`src/design/cdq_pkg.sv`:
```
// Package with the operation codes, status codes and field widths of the deque.
`default_nettype none

package cdq_pkg;

    localparam int DATA_W    = 32;
    localparam int OP_W      = 2;
    localparam int STATUS_W  = 2;
    localparam int COUNT_O_W = 4;

    localparam logic [OP_W-1:0] OP_PUSH_FRONT = 2'd0;
    localparam logic [OP_W-1:0] OP_PUSH_BACK  = 2'd1;
    localparam logic [OP_W-1:0] OP_POP_FRONT  = 2'd2;
    localparam logic [OP_W-1:0] OP_POP_BACK   = 2'd3;

    localparam logic [STATUS_W-1:0] ST_DONE      = 2'd0;
    localparam logic [STATUS_W-1:0] ST_OVERFLOW  = 2'd1;
    localparam logic [STATUS_W-1:0] ST_UNDERFLOW = 2'd2;

endpackage

`default_nettype wire

```
`src/design/cdq_ram.sv`:
```
// Generic single-clock RAM with one write port and one registered read port.
`default_nettype none

module cdq_ram #(
    parameter int WIDTH = 32,
    parameter int DEPTH = 8
) (
    input  wire logic                     i_clk,
    input  wire logic                     i_wr_en,
    input  wire logic [$clog2(DEPTH)-1:0] i_wr_addr,
    input  wire logic [WIDTH-1:0]         i_wr_data,
    input  wire logic [$clog2(DEPTH)-1:0] i_rd_addr,
    output logic      [WIDTH-1:0]         o_rd_data
);

    logic [WIDTH-1:0] r_mem [DEPTH];
    logic [WIDTH-1:0] r_rd_data;

    always_ff @(posedge i_clk) begin
        if (i_wr_en) begin
            r_mem[i_wr_addr] <= i_wr_data;
        end
        r_rd_data <= r_mem[i_rd_addr];
    end

    assign o_rd_data = r_rd_data;

endmodule

`default_nettype wire

```
`src/design/circular_double_ended_queue.sv`:
```
// Top level of the circular double-ended queue of signed 32-bit words.
//
//  Channel   Direction  Handshake                    Ports
//  command   in         start high while busy low    i_operation, i_value
//  result    out        o_valid strobe, one cycle    o_status, o_popped_value,
//                                                    o_entry_count, o_is_empty,
//                                                    o_is_full, o_front_value,
//                                                    o_back_value
//
// Each transaction runs through every sequencer state before its result strobe;
// a new transaction can be accepted in the cycle the strobe is shown.
// The sequence is set by the single read port of the slot RAM: the popped word,
// the new front word and the new back word are read one after the other.
// Reset (synchronous, active low) empties the deque; the slot RAM is not cleared.
// The receiver cannot stall, so every result is shown for exactly one cycle.
`default_nettype none

module circular_double_ended_queue
    import cdq_pkg::*;
#(
    parameter int CAPACITY = 8
) (
    input  wire logic                        i_clk,
    input  wire logic                        i_rst_n,
    input  wire logic                        start,
    output logic                             busy,
    input  wire logic [OP_W-1:0]             i_operation,
    input  wire logic signed [DATA_W-1:0]    i_value,
    output logic                             o_valid,
    output logic [STATUS_W-1:0]              o_status,
    output logic signed [DATA_W-1:0]         o_popped_value,
    output logic [COUNT_O_W-1:0]             o_entry_count,
    output logic                             o_is_empty,
    output logic                             o_is_full,
    output logic signed [DATA_W-1:0]         o_front_value,
    output logic signed [DATA_W-1:0]         o_back_value
);

    localparam int IDX_W = $clog2(CAPACITY);
    localparam int CNT_W = $clog2(CAPACITY + 1);
    localparam logic [IDX_W-1:0] LAST_IDX = IDX_W'(CAPACITY - 1);
    localparam logic [CNT_W-1:0] FULL_CNT = CNT_W'(CAPACITY);

    // One-hot sequencer. The popped word is read first, then the state is
    // updated and the slot written, then the new front and back are read back.
    typedef enum logic [5:0] {
        S_IDLE     = 6'b000001,
        S_POP_RD   = 6'b000010,
        S_UPDATE   = 6'b000100,
        S_FRONT_RD = 6'b001000,
        S_BACK_RD  = 6'b010000,
        S_REPORT   = 6'b100000
    } t_state;

    t_state r_state, n_state;

    logic [OP_W-1:0]     r_op;
    logic [DATA_W-1:0]   r_value;
    logic [IDX_W-1:0]    r_front_idx, n_front_idx;
    logic [IDX_W-1:0]    r_back_idx, n_back_idx;
    logic [CNT_W-1:0]    r_count, n_count;
    logic [STATUS_W-1:0] r_status, n_status;
    logic [DATA_W-1:0]   r_popped, n_popped;
    logic [DATA_W-1:0]   r_front_word;

    logic                r_out_valid;
    logic [STATUS_W-1:0] r_out_status;
    logic [DATA_W-1:0]   r_out_popped;
    logic [COUNT_O_W-1:0] r_out_count;
    logic                r_out_empty;
    logic                r_out_full;
    logic [DATA_W-1:0]   r_out_front;
    logic [DATA_W-1:0]   r_out_back;

    logic                ram_wr_en;
    logic [IDX_W-1:0]    ram_wr_addr;
    logic [IDX_W-1:0]    ram_rd_addr;
    logic [DATA_W-1:0]   ram_rd_data;

    logic                op_is_push;
    logic                now_empty;

    cdq_ram #(
        .WIDTH (DATA_W),
        .DEPTH (CAPACITY)
    ) u_slots (
        .i_clk     (i_clk),
        .i_wr_en   (ram_wr_en),
        .i_wr_addr (ram_wr_addr),
        .i_wr_data (r_value),
        .i_rd_addr (ram_rd_addr),
        .o_rd_data (ram_rd_data)
    );

    assign busy       = (r_state != S_IDLE);
    assign op_is_push = (r_op == OP_PUSH_FRONT) || (r_op == OP_PUSH_BACK);
    assign now_empty  = (r_count == '0);

    // Read address. The slot written in S_UPDATE is read no earlier than the
    // edge that ends S_FRONT_RD, so the write has always landed before the read;
    // the fixed order of the sequencer is the interlock.
    always_comb begin
        unique case (r_state)
            S_POP_RD:  ram_rd_addr = (r_op == OP_POP_FRONT) ? r_front_idx : r_back_idx;
            S_BACK_RD: ram_rd_addr = r_back_idx;
            default:   ram_rd_addr = r_front_idx;
        endcase
    end

    // State update, evaluated while the sequencer sits in S_UPDATE.
    always_comb begin
        n_front_idx = r_front_idx;
        n_back_idx  = r_back_idx;
        n_count     = r_count;
        n_status    = ST_DONE;
        n_popped    = '0;
        ram_wr_en   = 1'b0;
        ram_wr_addr = '0;
        if (op_is_push) begin
            if (r_count == FULL_CNT) begin
                n_status = ST_OVERFLOW;
            end else begin
                ram_wr_en = (r_state == S_UPDATE);
                n_count   = r_count + 1'b1;
                priority if (now_empty) begin
                    // The first word always lands in slot zero.
                    n_front_idx = '0;
                    n_back_idx  = '0;
                    ram_wr_addr = '0;
                end else if (r_op == OP_PUSH_FRONT) begin
                    n_front_idx = (r_front_idx == '0) ? LAST_IDX : r_front_idx - 1'b1;
                    ram_wr_addr = n_front_idx;
                end else begin
                    n_back_idx  = (r_back_idx == LAST_IDX) ? '0 : r_back_idx + 1'b1;
                    ram_wr_addr = n_back_idx;
                end
            end
        end else begin
            if (now_empty) begin
                n_status = ST_UNDERFLOW;
            end else begin
                n_popped = ram_rd_data;
                n_count  = r_count - 1'b1;
                priority if (r_count == CNT_W'(1)) begin
                    // Removing the last word returns both indices to slot zero.
                    n_front_idx = '0;
                    n_back_idx  = '0;
                end else if (r_op == OP_POP_FRONT) begin
                    n_front_idx = (r_front_idx == LAST_IDX) ? '0 : r_front_idx + 1'b1;
                end else begin
                    n_back_idx  = (r_back_idx == '0) ? LAST_IDX : r_back_idx - 1'b1;
                end
            end
        end
    end

    always_comb begin
        unique case (r_state)
            S_IDLE:     n_state = (start) ? S_POP_RD : S_IDLE;
            S_POP_RD:   n_state = S_UPDATE;
            S_UPDATE:   n_state = S_FRONT_RD;
            S_FRONT_RD: n_state = S_BACK_RD;
            S_BACK_RD:  n_state = S_REPORT;
            S_REPORT:   n_state = S_IDLE;
            default:    n_state = S_IDLE;
        endcase
    end

    // Control registers.
    always_ff @(posedge i_clk) begin
        if (!i_rst_n) begin
            r_state     <= S_IDLE;
            r_front_idx <= '0;
            r_back_idx  <= '0;
            r_count     <= '0;
            r_out_valid <= 1'b0;
        end else begin
            r_state     <= n_state;
            r_out_valid <= (r_state == S_REPORT);
            if (r_state == S_UPDATE) begin
                r_front_idx <= n_front_idx;
                r_back_idx  <= n_back_idx;
                r_count     <= n_count;
            end
        end
    end

    // Payload registers.
    always_ff @(posedge i_clk) begin
        if ((r_state == S_IDLE) && start) begin
            r_op    <= i_operation;
            r_value <= $unsigned(i_value);
        end
        if (r_state == S_UPDATE) begin
            r_status <= n_status;
            r_popped <= n_popped;
        end
        if (r_state == S_BACK_RD) begin
            r_front_word <= ram_rd_data;
        end
        if (r_state == S_REPORT) begin
            r_out_status <= r_status;
            r_out_popped <= r_popped;
            r_out_count  <= COUNT_O_W'(r_count);
            r_out_empty  <= now_empty;
            r_out_full   <= (r_count == FULL_CNT);
            r_out_front  <= now_empty ? '0 : r_front_word;
            r_out_back   <= now_empty ? '0 : ram_rd_data;
        end
    end

    assign o_valid        = r_out_valid;
    assign o_status       = r_out_status;
    assign o_popped_value = $signed(r_out_popped);
    assign o_entry_count  = r_out_count;
    assign o_is_empty     = r_out_empty;
    assign o_is_full      = r_out_full;
    assign o_front_value  = $signed(r_out_front);
    assign o_back_value   = $signed(r_out_back);

    a_count_in_range: assert property (@(posedge i_clk) disable iff (!i_rst_n)
        r_count <= FULL_CNT)
        else $error("deque count exceeds capacity");

    a_empty_indices: assert property (@(posedge i_clk) disable iff (!i_rst_n)
        (r_count == '0) |-> ((r_front_idx == '0) && (r_back_idx == '0)))
        else $error("empty deque with nonzero indices");

    a_valid_after_report: assert property (@(posedge i_clk) disable iff (!i_rst_n)
        o_valid |-> $past(r_state == S_REPORT))
        else $error("result strobe without a finished transaction");

    a_overflow_full: assert property (@(posedge i_clk) disable iff (!i_rst_n)
        (o_valid && (o_status == ST_OVERFLOW)) |-> o_is_full)
        else $error("overflow reported on a deque that is not full");

    a_accept_busy: assert property (@(posedge i_clk) disable iff (!i_rst_n)
        (start && !busy) |=> busy)
        else $error("accepted transaction did not raise busy");

endmodule

`default_nettype wire

```
`config.mk`:
```
export PLATFORM = sky130hd
export DESIGN_NAME = circular_double_ended_queue
export DESIGN_NICKNAME = d
export VERILOG_FILES = /design/src/design/cdq_pkg.sv /design/src/design/cdq_ram.sv /design/src/design/circular_double_ended_queue.sv
export SDC_FILE = /design/constraint.sdc
export NUM_CORES = 1
export LEC_CHECK = 0
export BUFFER_PORTS_ARGS = -buffer_cell sky130_fd_sc_hd__buf_2
export CAP_MARGIN = 20
export CORE_MARGIN = 10
export CORE_UTILIZATION = 60
export CTS_BUF_LIST = sky130_fd_sc_hd__clkbuf_8
export CTS_CLUSTER_DIAMETER = 60
export DETAILED_ROUTE_END_ITERATION = 6
export GPL_ROUTABILITY_DRIVEN = 1
export PLACE_DENSITY = 0.84
export SYNTH_ARGS = -nofsm -noshare
export SYNTH_HDL_FRONTEND = slang
export SYNTH_SLANG_ARGS = --single-unit
```
`constraint.sdc`:
```
create_clock -name i_clk -period 13.5 [get_ports i_clk]
set_clock_uncertainty 0.15 [all_clocks]
set_input_delay 0.675 -clock i_clk [delete_from_list [all_inputs] [get_ports i_clk]]
set_output_delay 0.675 -clock i_clk [all_outputs]
set_load 0.005 [all_outputs]
```
==> summary by stage, run 1 <==
Run status
The flow ran to the end, and the final reports show no timing, DRC or antenna violations.

Die
The die span in y is about 200 um. From left edge to right edge, the die measures 196.3 um. The placeable core region is a little over 0.03 mm^2. The initial utilization of the core area, before any placement, comes to 0.6083.

The overall die area is about 0.039 mm^2. The number of ports placed on the die boundary is 143. The total number of placement rows is 64.

Layout
The signed area change from the synthesized netlist to the final layout is 14.33%. The top cell types in the final layout, fill and taps aside, are edfxtp_1, buf_2, clkbuf_8. At the end of the flow, the number of nets in the layout was approximately 1300. Of the cells placed in the final design, the portion with a size suffix greater than 1 is 0.2047. The final core utilization is 0.6955. Fill cells in the final layout number about 1900. 0 antenna diodes ended up in the layout. The final instance area is around 0.021 mm^2.

The library cell used most frequently in the layout, excluding fill and tap cells, is edfxtp_1.

Route
The post-detailed-route via-to-cell ratio is roughly 5.7. Summed over all layers, the routed wires come to about 36000 um. In this run, the number of DRC markers left after iteration 0 of detailed routing was between 1000 and 1500. The first detailed-routing pass took 5 iterations. The routed layout has between 9000 and 10000 vias. Once detail routing completed, the nets flagged for antenna violations numbered 0. In the routed design, unresolved DRC markers number 0. After detailed routing, the average wire length per cell comes to approximately 20 um.

Global routing
The number of antenna violations at the first check in global routing came to 1. The via count of the first global-routing pass is slightly below 10000. The total grt overflow is 0. The first-pass GRT wire length is ~55000 um. Across every metal layer, demand over resource in global routing totals 0.1810.

Entering global routing, the biggest net connects slightly below 100 pins.

Pwr
The share of total power dissipated in combinational logic is 0.009. VDD sags by at most just under 0.00008 V. Of the total power, the share spent switching nets is 0.2007. The power share of the sequential group is 0.598. The total power draw is between 2 and 3 mW. The net switching power of the design is roughly 0.58 mW. The clock network power share is 0.394. The analysis attributes to cell leakage a power of approximately 7.5 nW. The power density normalized to cell area is between 100 and 150 mW/mm^2.

The internal power of the cells totals ~2.3 mW.

CTS
For the worst-skew pair, the clock arrives at the later sink with an insertion delay of 0.61 ns. The H-tree was split into 3 levels. The number of setup buffers added after CTS is 0.

TritonCTS built the clock tree. The number of buffers on the longest clock path is 3. Clock-pin slew was measured on the worst setup and hold paths at about 0.060 ns.

In this run, post-CTS hold repair placed 0 buffers. The cell sitting at the root of the clock tree is a clkbuf_8. Clock tree synthesis inserted a total of 75 buffers. The total of cells resized after clock tree synthesis is 0.

The number of clock sinks seen by CTS is slightly above 500.

Timing
The minimum setup slack in the final design is 8.911 ns. In the finished design, the share of the clock period the worst path needs comes to 0.3399. The actual slew at the worst max-slew pin is 1.116 ns.

In the final timing run, aggregate negative setup slack is 0 ns. In this run the tightest slew margin relative to its limit is 0.2560. The shortest clock period the worst path allows after layout is ~4.6 ns. The count of endpoints failing setup in the final report is 0. The count of endpoints failing hold in the final timing report is 0. Setup repair after global routing left no endpoint under its margin.

The maximum operating frequency is roughly 220 MHz. The count of final max-slew check failures is 0.

Synth
The sequential share of the synthesized area is 0.7930. The count of state elements after synthesis is a little over 500. The post-synthesis net count is approximately 1200. After technology mapping, the gate count stands at between 1000 and 1500. In this run, synthesis inferred 460 flip-flops with an integrated enable. The primary flip-flop cell chosen by synthesis mapping is edfxtp_1. The synthesized netlist contains between 50 and 60 unique library cells.

After synthesis the cells add up to between 0.015 and 0.02 mm^2. During synthesis, Yosys emitted a total of 0 warnings. A synthesized cell averages around 17 um^2. Counting flops with an async set or reset pin after synthesis yields a share of 0.

Min path
The worst-case hold path end point is r_value[14]. Along the worst hold path, the cell count comes to 1. The hold path startpoint is i_value[14].

The class of the worst hold path is input port to flip-flop.

Placement
In this run the cell area measured after placement is roughly 0.020 mm^2. Routability-driven placement finished with a final weighted congestion of between 0.7 and 0.8. The minimum setup slack after placement is about 9 ns. In this run the tool buffered the top-level ports with around 140 buffer cells.

After legalization and detailed placement, the total HPWL measured 20770 um.

Critical path
For the worst setup path, the data required time is about 14 ns. For flop-to-flop paths, the worst setup slack is 8.91 ns. Measured in cells, the most critical reg-to-reg path has a length of 8. The setup path with the least slack is of type flip-flop to flip-flop. The critical register-to-register path endpoint is u_slots.o_rd_data[8]. Of all nets on the critical path, the largest fanout is between 90 and 100. The startpoint of the most critical register-to-register path is r_op[0]. The worst setup path is captured at a flip-flop. The data arrival time of the critical path is roughly 5 ns.

The worst setup path is launched from a flip-flop.

Run
The tool flagged a number of max-cap violations equal to 0.
-- flip-flops by register name, summed over array words and instances, names as in the netlist, 6 cells and up --
register / cells
o_back_value: 32
o_front_value: 32
o_popped_value: 32
r_front_word: 32
r_popped: 32
r_state: 6
r_value: 32
u_slots.o_rd_data: 32
u_slots.r_mem: 256
-- through the flow --
stage               std cells  hold WS (ns)
floorplan                1109        0.2503
global placement         1609        0.2507
detailed placement       1611        0.2545
CTS                      1748       0.05145
global route             1749       0.06220
finish                   1749       0.08986
-- synthesized netlist by cell type (4+ instances only) --
| cell | count | area share |
|---|---|---|
| edfxtp_1 | 460 | 0.74 |
| mux2i_1 | 69 | 0.037 |
| nor2b_1 | 67 | 0.022 |
| a21oi_1 | 66 | 0.018 |
| dfxtp_1 | 49 | 0.053 |
| inv_1 | 46 | 0.0093 |
| nand2_1 | 42 | 0.0085 |
| clkbuf_1 | 40 | 0.0080 |
| nand2b_1 | 35 | 0.012 |
| o21ai_1 | 34 | 0.0091 |
| and3_1 | 32 | 0.011 |
| a221oi_1 | 31 | 0.015 |
| a31o_1 | 31 | 0.015 |
| nor2_1 | 15 | 0.0030 |
| buf_2 | 11 | 0.0030 |
| ha_1 | 11 | 0.0074 |
| nor3_1 | 7 | 0.0019 |
| and2_1 | 6 | 0.0020 |
| xnor2_1 | 5 | 0.0023 |
| nand3_1 | 4 | 0.0011 |
| o21ai_0 | 4 | 0.0011 |
-- logic make-up (layout without fill, tap and decap cells) --
logic type	after synthesis	count (layout)	synth area share
DFF	509	509	0.7930
and+or+nand+nor	223	223	0.06881
AOI/OAI and AO/OA	185	185	0.06579
buffers and inverters	102	346	0.02267
muxes	73	73	0.03957
adders and majority gates	11	11	0.007377
xor gates and xnor gates	6	6	0.002817
-- power by group through the flow --
stage               Sequential, mW  Clock [mW]  Combinational [mW]
floorplan                     1.76           0              0.0131
global placement              1.77           0              0.0233
detailed placement            1.77           0              0.0239
CTS                           1.74        1.17              0.0240
global route                  1.74        1.25              0.0273
finish                        1.74        1.14              0.0249
-- worst max-delay path, cell delays in order, from the launching register on --
cell	delay, ns
edfxtp_1	0.48
or4bb_1	0.58
o211ai_4	0.32
mux2i_4	0.27
buf_4	0.83
buf_4	1.00
a21oi_1	0.23
a221oi_1	0.44
a31o_1	0.16
-- per-layer routing --
metal	share of wire	vias to the layer above	routed length, um	track usage
li1	-	4573	-	-
met1	0.43	4854	15270	0.2501
met2	0.46	419	16560	0.2738
met3	0.086	60	3047	0.04515
met4	0.021	2	746	0.07042
met5	0.00036	-	13	0
-- how the worst max path moves through the flow --
stage          slack, ns       start                    to
2_1_floorplan       4.16  r_state[1]       o_back_value[0]
3_3_place_gp        9.25     r_op[0]  u_slots.o_rd_data[6]
3_5_place_dp        9.02     r_op[0]  u_slots.o_rd_data[4]
4_1_cts             8.91     r_op[0]  u_slots.o_rd_data[8]
5_1_grt             8.67     r_op[0]  u_slots.o_rd_data[8]
6_report            8.91     r_op[0]  u_slots.o_rd_data[8]
-- cell type report --
class | instances | area (um^2) | share of cell area
clock buffers | 80 | 1101 | 0.05162
clock inverters | 57 | 310.3 | 0.01455
inverters | 46 | 172.7 | 0.008095
multi-input cells | 498 | 3536 | 0.1658
flip-flops and latches | 509 | 14790 | 0.6936
well taps | 396 | 495.5 | 0.02323
repair buffers | 163 | 920.9 | 0.04317
Power figures use the tool's default switching activity.
==> run 2, diff against run 1 <==
Clock period 13.5 ns to 4.3 ns, I/O delays scaled along.
==> run 2 against run 1 <==
  * Cell count increased by 2.9%
  * Global-route usage increased by 0.69 points
  * Sequential share of layout area decreased by 1.5 points
  * First-iteration DRC count decreased by 9.2%
  * Largest power group unchanged
==> summary by stage, run 2 (synthesis results as in run 1) <==
Global routing
The first-pass GRT wire length was 57360 um (+4.3%). The number of antenna violations at the first check in global routing came to 1 (unchanged). The total grt overflow is 0 (unchanged).

The via count of the first global-routing pass came to 10270 (+3.7%). The pin count of the biggest net entering global routing came to 128 (+31%). The total track usage is 0.1880 (+0.006950).

Timing
Setup repair after global routing left no endpoint under its margin. The count of endpoints failing setup in the final report is 0 (unchanged). The maximum operating frequency was 292.8 MHz (+34%). The minimum setup slack in the final design is 0.8842 ns (-8.027 ns). The count of final max-slew check failures is 0 (unchanged). The worst slew margin relative to its limit is 0.3170 (+0.06107).

The actual slew at the worst max-slew pin is 1.023 ns (-0.09270 ns). The shortest clock period the worst path allows after layout is 3.416 ns (-1.173 ns). The count of endpoints failing hold in the final timing report is 0 (unchanged).

The post-route setup TNS is 0 ns (unchanged). The period utilization is 0.7944 (+0.4545).

Route
The post-detailed-route via-to-cell ratio came to 5.626 (-0.69%). The remaining antenna violation count after routing is 0 (unchanged). The final routed DRC violation total came to 0 (unchanged). The number of iterations in the first detailed-routing pass was 5 (unchanged). The aggregate routed wire length came to 36900 um (+3.6%).

The initial detailed-routing violation count is 968 (-9.2%). The wire length per cell after detailed routing was 20.50 um (+0.62%). The total via count after detailed routing is 10130 (+2.2%).

Min path
For hold timing, the worst endpoint is r_value[12]. The class of the worst hold path is input port to flip-flop. The hold-critical path depth was 2 (+1). The startpoint identified for the worst hold timing path is i_value[12].

Pwr
The worst IR drop on VDD is 0.0001963 V (+150%). The static leakage is 7.750 nW (+3.1%). The power density normalized to cell area is 420.6 mW/mm^2 (+210%).

Layout
In the layout the commonest cells are edfxtp_1, buf_2, clkbuf_8. Ranked by flip-flop count, first place goes to u_slots.r_mem. Compared with the post-synthesis result, the final layout area differs by 16.89%.

The count of non-filler cells in the finished layout was 1800 (+2.9%). The number of flip-flops under the largest register name is 256 (unchanged). The net count of the finished layout came to 1390 (+3.7%). The count of inserted antenna diode cells is 0 (unchanged).

The share of final-layout standard cells stronger than drive strength 1 is 0.2058 (+0.001110). The final-layout fill cell count came to 1859 (-1.8%). Leaving out fill and tap cells, the most frequent cell in the layout is edfxtp_1. The final core utilization is 0.7110 (+0.01554).

Placement
The total of buffers placed on input and output ports is 142 (unchanged). The sum of net half-perimeters after detailed placement was 21460 um (+3.3%). The weighted congestion reported at the end of routability-driven placement came to 0.8235 (+4.8%). The total placed cells including tap cells is 1623 (+0.74%). The minimum setup slack after placement is 0.9323 ns (-8.085 ns).

Critical path
The slowest stage of the critical path is the mux2i_4 cell. The worst-path maximum fanout is 68 (-30%). The startpoint of the most critical register-to-register path is r_op[0].

STA classifies the critical path endpoint as a flip-flop. The nature of the critical path startpoint is a flip-flop. The startpoint-to-endpoint class of the critical path is flip-flop to flip-flop. The critical register-to-register path endpoint is u_slots.o_rd_data[3]. The depth of the most critical reg-to-reg path was 7 (-1). The required time of the critical path is 4.68 ns (-9.19 ns). The largest incremental delay on the critical path was 0.63 ns (-0.37 ns). The data arrival time of the critical path was 3.80 ns (-1.16 ns). The register-to-register setup slack is 0.88 ns (-8.03 ns). The critical path goes through or4bb_1 -> o211ai_4 -> mux2i_4 -> buf_12 -> a21oi_1 -> a221oi_1 -> a31o_1.

CTS
The master cell of the clock root buffer is clkbuf_8. The number of buffers on the longest clock path is 3 (unchanged). The clock slew at the register clock pins of the worst setup and hold paths is 0.06 ns (about the same). The worst-skew pair later-pin latency is 0.61 ns (about the same).

The count of H-tree levels built during CTS is 3 (unchanged). The TritonCTS buffer count is 76 (+1.3%). The number of clock sinks seen by CTS is 509 (unchanged).

The TritonCTS clock tree is done.

Die
The die span in y came to 196.3 um (unchanged). The number of ports placed on the die boundary came to 143 (unchanged). The initial core utilization is 0.6083 (unchanged). The overall die area was 0.03855 mm^2 (unchanged). The total number of placement rows is 64 (unchanged).

The chip width is 196.3 um (unchanged). The placeable core region came to 0.03067 mm^2 (unchanged).

Run
The number of violations of the max-capacitance limit is 0 (unchanged).

Run status
The flow ran to the end, and the final reports show no timing, DRC or antenna violations.
[run 2: cell count changes in the layout (fill, tap and decap cells not counted), moves of 4 or more]
cell,previous run,this run
buf_12,1,6
buf_4,18,26
nor2_4,5,1
clkbuf_8,80,84
dlygate4sd3_1,0,37
nor2_2,2,6
[run 2: metrics by stage]
step	hold slack (ns)	cell area (um^2)	power, mW
finish	0.1705	21810	9.171
global route	0.1497	21810	9.487
CTS	0.1378	21810	9.245
detailed placement	0.2432	20020	5.638
global placement	0.2412	20020	5.632
floorplan	0.1639	18680	5.579
[run 2: routing by layer]
layer,up-vias,part of all wire,global-route usage
li1,4672,-,-
met1,4974,0.42,0.2564
met2,419,0.48,0.2924
met3,62,0.081,0.04803
met4,0,0.017,0.06137
met5,-,0,0
[run 2: how the worst max path moves through the flow]
stage | startpoint | to | slack (ns) | depth (start not counted)
after global placement | r_op[0] | u_slots.o_rd_data[22] | 1.07 | 7
after floorplan | r_state[1] | o_back_value[0] | 0.12 | 2
after CTS | r_op[0] | u_slots.o_rd_data[3] | 0.89 | 7
after global routing | r_op[0] | u_slots.o_rd_data[3] | 0.75 | 7
after detailed placement | r_state[1] | u_slots.r_mem[6][16] | 0.93 | 6
final | r_op[0] | u_slots.o_rd_data[3] | 0.88 | 7
[run 2: area by class of cell]
class	instances	area, um^2	share of cell area
Tap cell	396	495.5	0.02272
Sequential cell	509	14790	0.6784
Clock inverter	56	257.7	0.01182
Multi-Input combinational cell	498	3535	0.1621
Clock buffer	84	1156	0.05302
Inverter	46	172.7	0.007918
Timing Repair Buffer	211	1396	0.06403
[run 2: where the power goes]
part	switching, mW	internal, mW	leakage, nW
logic	0.0526	0.0516	2.65
registers	0.0503	5.41	4.26
clock network	1.75	1.86	0.848
total	1.86	7.32	7.75
[run 2: repair_timing]
item,CTS,global route
hold buffers,37,0
hold endpoints to repair,51,0
setup buffers,0,0
gates resized for setup,0,0
[run 2: critical path, delay by kind of cell, from the launching register on]
family                 cells  cell delay [ns]
AOI/OAI and AO/OA          4             1.12
muxes                      1             0.63
and+or+nand+nor            1             0.57
DFF                        1             0.45
buffers and inverters      1             0.37
